`src/rtl/dcr_pkg.sv`:
```
// ----------------------------------------------------------------------------
// Decimal coordinate rescaler package
// Shared types, error codes and decimal helper functions.
// ----------------------------------------------------------------------------
package dcr_pkg;

   localparam int NumCoord = 6;
   localparam int NumHoriz = 4;

   // Error codes of a result beat.
   localparam logic [1:0] ERR_NONE   = 2'd0;
   localparam logic [1:0] ERR_ZERO   = 2'd1;
   localparam logic [1:0] ERR_NONSTD = 2'd2;
   localparam logic [1:0] ERR_EXP    = 2'd3;

   typedef logic signed [31:0] coord_type;
   typedef logic signed [3:0]  pow_type;
   typedef logic [26:0]        factor_type;

   typedef struct packed {
      logic [1:0] err;
      pow_type    pow;
   } norm_type;

   // Group results handed from the front end to the multiplier lanes.
   typedef struct packed {
      logic [1:0] err;
      pow_type    hn;
      pow_type    vn;
      factor_type fac_h;
      factor_type fac_v;
   } meta_type;

   // Normalises a scale word and returns its decimal power or an error.
   function automatic norm_type normalize(input logic signed [15:0] s,
                                          input logic strict);
      logic signed [16:0] sx;
      logic [16:0]        mag;
      logic [2:0]         k;
      norm_type           r;
      sx    = 17'(s);
      mag   = s[15] ? 17'(-sx) : 17'(sx);
      r.err = ERR_NONE;
      if (mag >= 17'd10000)
         k = 3'd4;
      else if (mag >= 17'd1000)
         k = 3'd3;
      else if (mag >= 17'd100)
         k = 3'd2;
      else if (mag >= 17'd10)
         k = 3'd1;
      else
         k = 3'd0;
      if (s == 16'sd0) begin
         if (strict)
            r.err = ERR_ZERO;
      end else if (mag < 17'd10 && s != 16'sd1) begin
         if (strict)
            r.err = ERR_NONSTD;
         else if (mag >= 17'd5)
            r.err = ERR_EXP;
         else
            k = mag[2:0];
      end
      r.pow = s[15] ? -pow_type'({1'b0, k}) : pow_type'({1'b0, k});
      return r;
   endfunction

   // Number of further decades the value survives inside the 16-bit range.
   function automatic logic [3:0] fit_steps(input coord_type c);
      logic [3:0] e;
      if (c == 32'sd0)
         e = 4'd8;
      else if (c >= -32'sd3 && c <= 32'sd3)
         e = 4'd3;
      else if (c >= -32'sd32 && c <= 32'sd32)
         e = 4'd2;
      else if (c >= -32'sd327 && c <= 32'sd327)
         e = 4'd1;
      else
         e = 4'd0;
      return e;
   endfunction

   // Lowest decimal power allowed for one coordinate.
   function automatic pow_type lowest(input coord_type c, input pow_type p0,
                                      input pow_type lp);
      logic signed [5:0] q;
      q = 6'(p0) - 6'sd1 - $signed({2'b00, fit_steps(c)});
      if (q < 6'(lp))
         q = 6'(lp);
      if (p0 <= lp)
         q = 6'(p0);
      return q[3:0];
   endfunction

   function automatic factor_type dec_factor(input logic [3:0] d);
      factor_type f;
      unique case (d)
         4'd0:    f = 27'd1;
         4'd1:    f = 27'd10;
         4'd2:    f = 27'd100;
         4'd3:    f = 27'd1000;
         4'd4:    f = 27'd10000;
         4'd5:    f = 27'd100000;
         4'd6:    f = 27'd1000000;
         4'd7:    f = 27'd10000000;
         4'd8:    f = 27'd100000000;
         default: f = 27'd0;
      endcase
      return f;
   endfunction

   // Scale word for a decimal power: plus or minus ten to its magnitude.
   function automatic logic signed [14:0] pow_scale(input pow_type p);
      logic [3:0]         m;
      logic signed [14:0] v;
      m = p[3] ? 4'(-p) : 4'(p);
      v = $signed(15'(dec_factor(m)));
      return p[3] ? -v : v;
   endfunction

endpackage

```
`src/rtl/dcr_front.sv`:
```
// ----------------------------------------------------------------------------
// Decimal coordinate rescaler front end
// Scale normalisation, per-coordinate power search and group maximum.
// ----------------------------------------------------------------------------
module dcr_front
   import dcr_pkg::*;
(
   input  logic               clock,
   input  logic               en,
   input  logic signed [15:0] h_scale,
   input  logic signed [15:0] v_scale,
   input  coord_type          coords [NumCoord],
   input  logic signed [15:0] desired,
   input  logic               strict,
   output coord_type          coords_out [NumCoord],
   output meta_type           meta_out
);

   norm_type  hn_norm, vn_norm, dn_norm;
   pow_type   lp;
   logic [1:0] err_in;
   coord_type c1_ff [NumCoord];
   pow_type   p1_in [NumCoord];
   pow_type   p1_ff [NumCoord];
   pow_type   hp1_ff, vp1_ff;
   logic [1:0] err1_ff;
   pow_type   hmax, vmax;
   logic signed [4:0] dh, dv;
   meta_type  meta2_in, meta2_ff;
   coord_type c2_ff [NumCoord];

   // Normalise all three scale words; first failing check wins.
   always_comb begin
      hn_norm = normalize(h_scale, strict);
      vn_norm = normalize(v_scale, strict);
      dn_norm = normalize(desired, 1'b1);
      lp      = dn_norm.pow;
      if (hn_norm.err != ERR_NONE)
         err_in = hn_norm.err;
      else if (vn_norm.err != ERR_NONE)
         err_in = vn_norm.err;
      else
         err_in = dn_norm.err;
   end

   // Lowest power each coordinate allows.
   always_comb begin
      for (int i = 0; i < NumCoord; i++) begin
         if (i < NumHoriz)
            p1_in[i] = lowest(coords[i], hn_norm.pow, lp);
         else
            p1_in[i] = lowest(coords[i], vn_norm.pow, lp);
      end
   end

   always_ff @(posedge clock) begin
      if (en) begin
         c1_ff   <= coords;
         p1_ff   <= p1_in;
         hp1_ff  <= hn_norm.pow;
         vp1_ff  <= vn_norm.pow;
         err1_ff <= err_in;
      end
   end

   // Group maximum and the decimal factor towards it.
   always_comb begin
      hmax = p1_ff[0];
      for (int i = 1; i < NumHoriz; i++)
         if (p1_ff[i] > hmax)
            hmax = p1_ff[i];
      vmax = p1_ff[NumHoriz];
      for (int i = NumHoriz + 1; i < NumCoord; i++)
         if (p1_ff[i] > vmax)
            vmax = p1_ff[i];
      dh             = 5'(hp1_ff) - 5'(hmax);
      dv             = 5'(vp1_ff) - 5'(vmax);
      meta2_in.err   = err1_ff;
      meta2_in.hn    = hmax;
      meta2_in.vn    = vmax;
      meta2_in.fac_h = dec_factor(dh[3:0]);
      meta2_in.fac_v = dec_factor(dv[3:0]);
   end

   always_ff @(posedge clock) begin
      if (en) begin
         c2_ff    <= c1_ff;
         meta2_ff <= meta2_in;
      end
   end

   assign coords_out = c2_ff;
   assign meta_out   = meta2_ff;

endmodule

```
`config.mk`:
```
export PLATFORM = sky130hd
export DESIGN_NAME = dcr_front
export DESIGN_NICKNAME = d
export VERILOG_FILES = /design/src/rtl/dcr_pkg.sv /design/src/rtl/dcr_front.sv
export SDC_FILE = /design/constraint.sdc
export NUM_CORES = 1
export LEC_CHECK = 0
export CORE_ASPECT_RATIO = 0.5
export CORE_MARGIN = 2
export CORE_UTILIZATION = 45
export DETAILED_ROUTE_END_ITERATION = 12
export DONT_BUFFER_PORTS = 1
export GPL_TIMING_DRIVEN = 0
export SYNTH_ARGS = -nofsm -noshare
export SYNTH_HDL_FRONTEND = slang
export SYNTH_SLANG_ARGS = --single-unit
```
`constraint.sdc`:
```
create_clock -name clock -period 16.6 [get_ports clock]
set_input_delay 0.83 -clock clock [delete_from_list [all_inputs] [get_ports clock]]
set_output_delay 0.83 -clock clock [all_outputs]
set_load 0.02 [all_outputs]
```
==> flow_summary.ini, run 1 <==
[critical_path]
rrSetupSlack_ps = 9560
reg2reg_depth = 27
crit_type = input pin to register
timing.rr.end = meta_out[35]$_DFFE_PP_
timing.rr.start = p1_ff[17]$_DFFE_PP_
slowest_delay_ps = 800
path_buf_inv = 5
cp_max_fo = 10
crit_path_end_kind = register
cp_data_arrival_time_ps = 8540
crit_slowest_cell = o21ai_0
critPathLaunchType = input pin
critPathTopFamily = simple AND/OR/NAND/NOR gates
crit_top_cell = ha_1
critPathRequiredTime_ps = 16850

[clocking]
htree_levels = 2
ctsHoldBuffers = 0
clockBufferDepth = 3
insertion_delay_ps = 560
cts_sinks = 468
clk_pin_slew_ps = 70
root_buffer = clkbuf_16
numCtsBuffers = 42
cts_resized = 0
post_cts_buffers = 0
cts_tree = done

[hold_path]
hold_end = c1_ff[97]$_DFFE_PP_
hold_depth = 0
min_from = coords[97]
hp-class = input pin to register

[routing]
final_antenna_net_count = 0
drt_first_iter_violations = 1213
vias_per_cell = 5.71
wl_per_cell_um = 21.6
drc = 0
routed_wl_um = 53000
vias = 14000
drtPass1Iterations = 5

[logic_synthesis]
ys_warn_count = 0
synthTopCellsByCount = edfxtp_1, nor2_1, ha_1
synth-async-reset-ratio_pct = 0
ys_types = 116
yosysTopAreaCell = edfxtp_1
syn-instance-count = 1710
synthFlopType = edfxtp_1
synth_area_um2 = 22600
synth-edff-count = 468
ys_seq_area_share_pct = 62.2
ys_ff_latch = 468
yosys-top-cells-area = edfxtp_1, ha_1, nor2_1, nand2_1, o21ai_0
synth_most_common_cell = edfxtp_1
synth_top_area_share_pct = 62.2
synth.avg_cell_area_um2 = 13.2

[timing]
worst_pin_slew_ps = 2210
period_needed_ps = 8290
setup_slack_ps = 8310
post-route-period-util_pct = 49.9
setup-violations-final = 0
fin_tns_setup_ps = 0
grt_setup_unrepaired = false
hold_viol = 0
timing.fmax_ghz = 0.121
hold_slack_ps = 362
max-slew-margin-rel_pct = -47.4
slew_viol_final = 245
finalClockSkew_ps = 58.8

[layout]
drive_gt1_share_pct = 9.50
fin_util_pct = 49.7
diodes = 0
nNetsFinal = 2108
fillCellCount = 4363
syn2layout_area_growth_pct = 9.67

[floorplanning]
die_h_um = 162
ioPinCount = 499
core_um2 = 49900
die_w_um = 321
initial_core_util_pct = 45.3
fp-row-count = 58
die_area_um2 = 52200

[placed_design]
dpl.hpwl_um = 39900
numPortBuffers = 0
gp_congestion = 0.865
pre_cts_ws_ps = 7880

[run_status]
violations = slew limit
status = finished, violations left

[global_route]
grt_pass1_vias = 12900
grt_pass1_wl_um = 78400
gr-total-overflow = 0
track_usage_pct = 19.5
antenna_found_initial = 2
grt_max_degree = 469

[pwr]
clockPowerShare_pct = 24.0
p_per_area_nw_per_um2 = 160
p_switching_mw = 1.39
p_seq_share_pct = 44.3
leakagePower_nw = 8.74
p_sw_share_pct = 35.0
pwr-share-comb_pct = 31.7
p_int_mw = 2.58
ir_worst_vdd_mv = 0.156

[flow_run]
max_cap_viol_count = 0
[cells in the final DEF, fill, tap and decap left out, types with 9 or more instances in the layout]
| cell type | count |
|---|---|
| o31ai_1 | 11 |
| a21boi_0 | 10 |
| clkbuf_1 | 37 |
| a21o_1 | 20 |
| nor4_1 | 50 |
| clkinv_1 | 9 |
| nand2b_1 | 15 |
| and2_1 | 13 |
| o21ai_0 | 66 |
| buf_2 | 9 |
| xor2_1 | 27 |
| inv_1 | 87 |
| nor3_1 | 47 |
| nor2_1 | 104 |
| edfxtp_1 | 468 |
| nor2b_1 | 26 |
| nand4_1 | 49 |
| a31oi_1 | 14 |
| o211ai_1 | 13 |
| and3_1 | 12 |
| xnor2_1 | 21 |
| nand3_1 | 46 |
| nand2_1 | 95 |
| clkbuf_16 | 42 |
| or4_1 | 10 |
| ha_1 | 100 |
| a211oi_1 | 10 |
| a21oi_1 | 61 |
| nor4b_1 | 13 |
| buf_6 | 9 |
| or3_1 | 18 |
| mux2i_1 | 28 |
| nand4b_1 | 10 |
| or2_2 | 9 |
| buf_4 | 14 |
| nand3b_1 | 9 |
[stage by stage]
step	cells	power (mW)	instance area (um^2)
finish	2449	3.98	24800
global placement	2373	3.01	23400
floorplan	1713	2.71	22600
CTS	2449	4.00	24800
global route	2449	4.22	24800
detailed placement	2373	3.04	23400
[power groups by stage]
stage / clock network [mW] / registers, mW / logic, mW
6_report: 0.953 / 1.76 / 1.26
5_1_grt: 1.02 / 1.77 / 1.43
4_1_cts: 0.975 / 1.77 / 1.26
3_5_place_dp: 0 / 1.79 / 1.25
3_3_place_gp: 0 / 1.79 / 1.23
2_1_floorplan: 0 / 1.74 / 0.966
[state kept, by name (all words and copies together), names as in the netlist]
name	count
meta_out	50
coords_out	192
hp1_ff	4
p1_ff	24
c1_ff	192
err1_ff	2
vp1_ff	4
[layer usage]
layer | GRT usage [%] | up-vias | wire length [um]
met4 | 5.56 | 0 | 1350
met1 | 26.4 | 6809 | 23100
met3 | 3.90 | 82 | 2840
li1 | - | 6708 | -
met5 | 0 | - | 0
met2 | 32.0 | 380 | 25700
[area by class of cell]
class,instances,area [um^2],area share [%]
clock inverters,28,275,1.11
inverters,89,334,1.35
clock buffers,48,1070,4.33
flip-flops and latches,468,14100,56.7
well taps,660,826,3.33
multi-input cells,1090,7850,31.7
plain buffers,66,379,1.53
[cell families (layout without fill, tap and decap cells)]
family,after synthesis,count (layout),synth area share (%)
adders and majority gates,108,108,6.24
muxes,36,36,1.64
buffers and inverters,155,231,3.15
AOI/OAI and AO/OA,321,321,10.2
and+or+nand+nor,567,567,14.1
other,1,4,0.0166
xor gates and xnor gates,54,54,2.42
DFF,468,468,62.2
[how the worst max path moves through the flow]
stage                     startpoint                  end  cells after the start
final                     v_scale[1]   p1_ff[7]$_DFFE_PP_                     31
after global routing      v_scale[1]   p1_ff[7]$_DFFE_PP_                     31
after CTS                 v_scale[1]   p1_ff[7]$_DFFE_PP_                     31
after detailed placement  v_scale[1]   p1_ff[7]$_DFFE_PP_                     31
after global placement    v_scale[1]   p1_ff[7]$_DFFE_PP_                     31
after floorplan           h_scale[0]  p1_ff[11]$_DFFE_PP_                     28
(Power assumes the default switching activity.)
==> inputs of run 2 (changes only) <==
==> constraint.sdc (replaced) <==
create_clock -name clock -period 7.7 [get_ports clock]
set_input_delay 0.385 -clock clock [delete_from_list [all_inputs] [get_ports clock]]
set_output_delay 0.385 -clock clock [all_outputs]
set_load 0.02 [all_outputs]
==> flow_summary.ini, run 2 (same netlist as run 1, synthesis figures left out) <==
[floorplanning]
fp-row-count = 58
initial_core_util_pct = 45.3
die_area_um2 = 52200
die_h_um = 162
ioPinCount = 499
core_um2 = 49900
die_w_um = 321

[layout]
syn2layout_area_growth_pct = 18.5
final_cell_mix = edfxtp_1, dlygate4sd3_1, nor2_1
nNetsFinal = 2302
drive_gt1_share_pct = 8.93
final_common_cell = edfxtp_1
final_cells = 2643
diodes = 0

[timing]
setup_slack_ps = 515
finalClockSkew_ps = 61.6
grt_setup_unrepaired = false
timing.fmax_ghz = 0.139
hold_viol = 0
worst_pin_slew_ps = 1170
setup-violations-final = 0
post-route-period-util_pct = 93.3
max-slew-margin-rel_pct = 22.1
period_needed_ps = 7190
hold_slack_ps = 65.9
slew_viol_final = 0

[clocking]
cts_tree = done
insertion_delay_ps = 560
clk_pin_slew_ps = 70
htree_levels = 2
clockBufferDepth = 3
root_buffer = clkbuf_16
numCtsBuffers = 42
cts_sinks = 468

[pwr]
p_per_area_nw_per_um2 = 325
pwr-share-comb_pct = 32.7
p_int_mw = 5.63
ir_worst_vdd_mv = 0.342
p_sw_share_pct = 35.3
p_switching_mw = 3.07
leakagePower_nw = 9.57
design_power_total_mw = 8.71
clockPowerShare_pct = 23.7
p_seq_share_pct = 43.6

[critical_path]
crit_slowest_cell = or4b_4
reg2reg_depth = 27
slowest_delay_ps = 490
critPathTopFamily = compound AO/OA/AOI/OAI gates
rrSetupSlack_ps = 650
critPathRequiredTime_ps = 8060
path_buf_inv = 4
crit_path_end_kind = register
timing.rr.start = p1_ff[17]$_DFFE_PP_
crit_top_cell = ha_1
timing.rr.end = meta_out[35]$_DFFE_PP_
cp_data_arrival_time_ps = 7540
crit_type = input pin to register
critPathLaunchType = input pin
cp_max_fo = 8

[placed_design]
dpl.hpwl_um = 39900
dp_cells = 2373
pre_cts_ws_ps = -570
gp_congestion = 0.865
numPortBuffers = 0

[global_route]
grt_max_degree = 231
antenna_found_initial = 2
grt_pass1_wl_um = 84400
track_usage_pct = 21.0
grt_pass1_vias = 14200
gr-total-overflow = 0

[hold_path]
min_from = en
hold_end = coords_out[30]$_DFFE_PP_
hp-class = input pin to register
hold_depth = 0

[routing]
final_antenna_net_count = 0
vias_per_cell = 5.65
drtPass1Iterations = 5
routed_wl_um = 56800
drc = 0
wl_per_cell_um = 21.5
drt_first_iter_violations = 1292
vias = 14900

[run_status]
status = finished, final reports clean

[flow_run]
max_cap_viol_count = 0
## run 2: timing repair
item,in CTS,in global routing
endpoints found under the hold margin,422,0
buffers inserted,0,0
hold buffers,194,0
endpoints found under the setup margin,1,22
gates resized for setup,1,8
## run 2: how the worst max path moves through the flow
stage	startpoint	end	slack, ps	cells past startpoint
final	h_scale[0]	p1_ff[21]$_DFFE_PP_	510	27
after global routing	h_scale[0]	p1_ff[11]$_DFFE_PP_	10	30
after CTS	h_scale[0]	p1_ff[11]$_DFFE_PP_	100	28
after detailed placement	v_scale[1]	p1_ff[7]$_DFFE_PP_	-570	31
after global placement	v_scale[1]	p1_ff[7]$_DFFE_PP_	-530	31
after floorplan	h_scale[0]	p1_ff[11]$_DFFE_PP_	1090	28
## run 2: cell type report
type	count	area [um^2]
buffer	66	380
clock buffer	48	1070
sequential	468	14100
inverter	89	334
fill	4215	23100
timing repair buffer	194	1960
tap	660	826
multi-input combinational	1090	7880
clock inverter	28	275
## run 2: power by group through the flow
stage / Clock (mW) / Sequential, mW / Combinational, mW
6_report: 2.06 / 3.80 / 2.85
5_1_grt: 2.21 / 3.82 / 3.20
4_1_cts: 2.10 / 3.81 / 2.82
3_5_place_dp: 0 / 3.86 / 2.69
3_3_place_gp: 0 / 3.85 / 2.64
2_1_floorplan: 0 / 3.75 / 2.08
## run 2: per-stage QoR
step	util, %	TNS, ps	instance area [um^2]
after floorplan	-	0	22600
after global placement	47.0	-4680	23400
after detailed placement	47.0	-4940	23400
after CTS	53.6	0	26800
after global routing	53.6	0	26800
final	53.6	0	26800
## run 2: layer usage
layer | up-vias | GRT usage [%] | routed length, um
met4 | 0 | 6.18 | 1530
met3 | 97 | 3.78 | 3170
met1 | 7290 | 28.0 | 24200
li1 | 7106 | - | -
met5 | - | 0 | 0
met2 | 432 | 35.3 | 27900
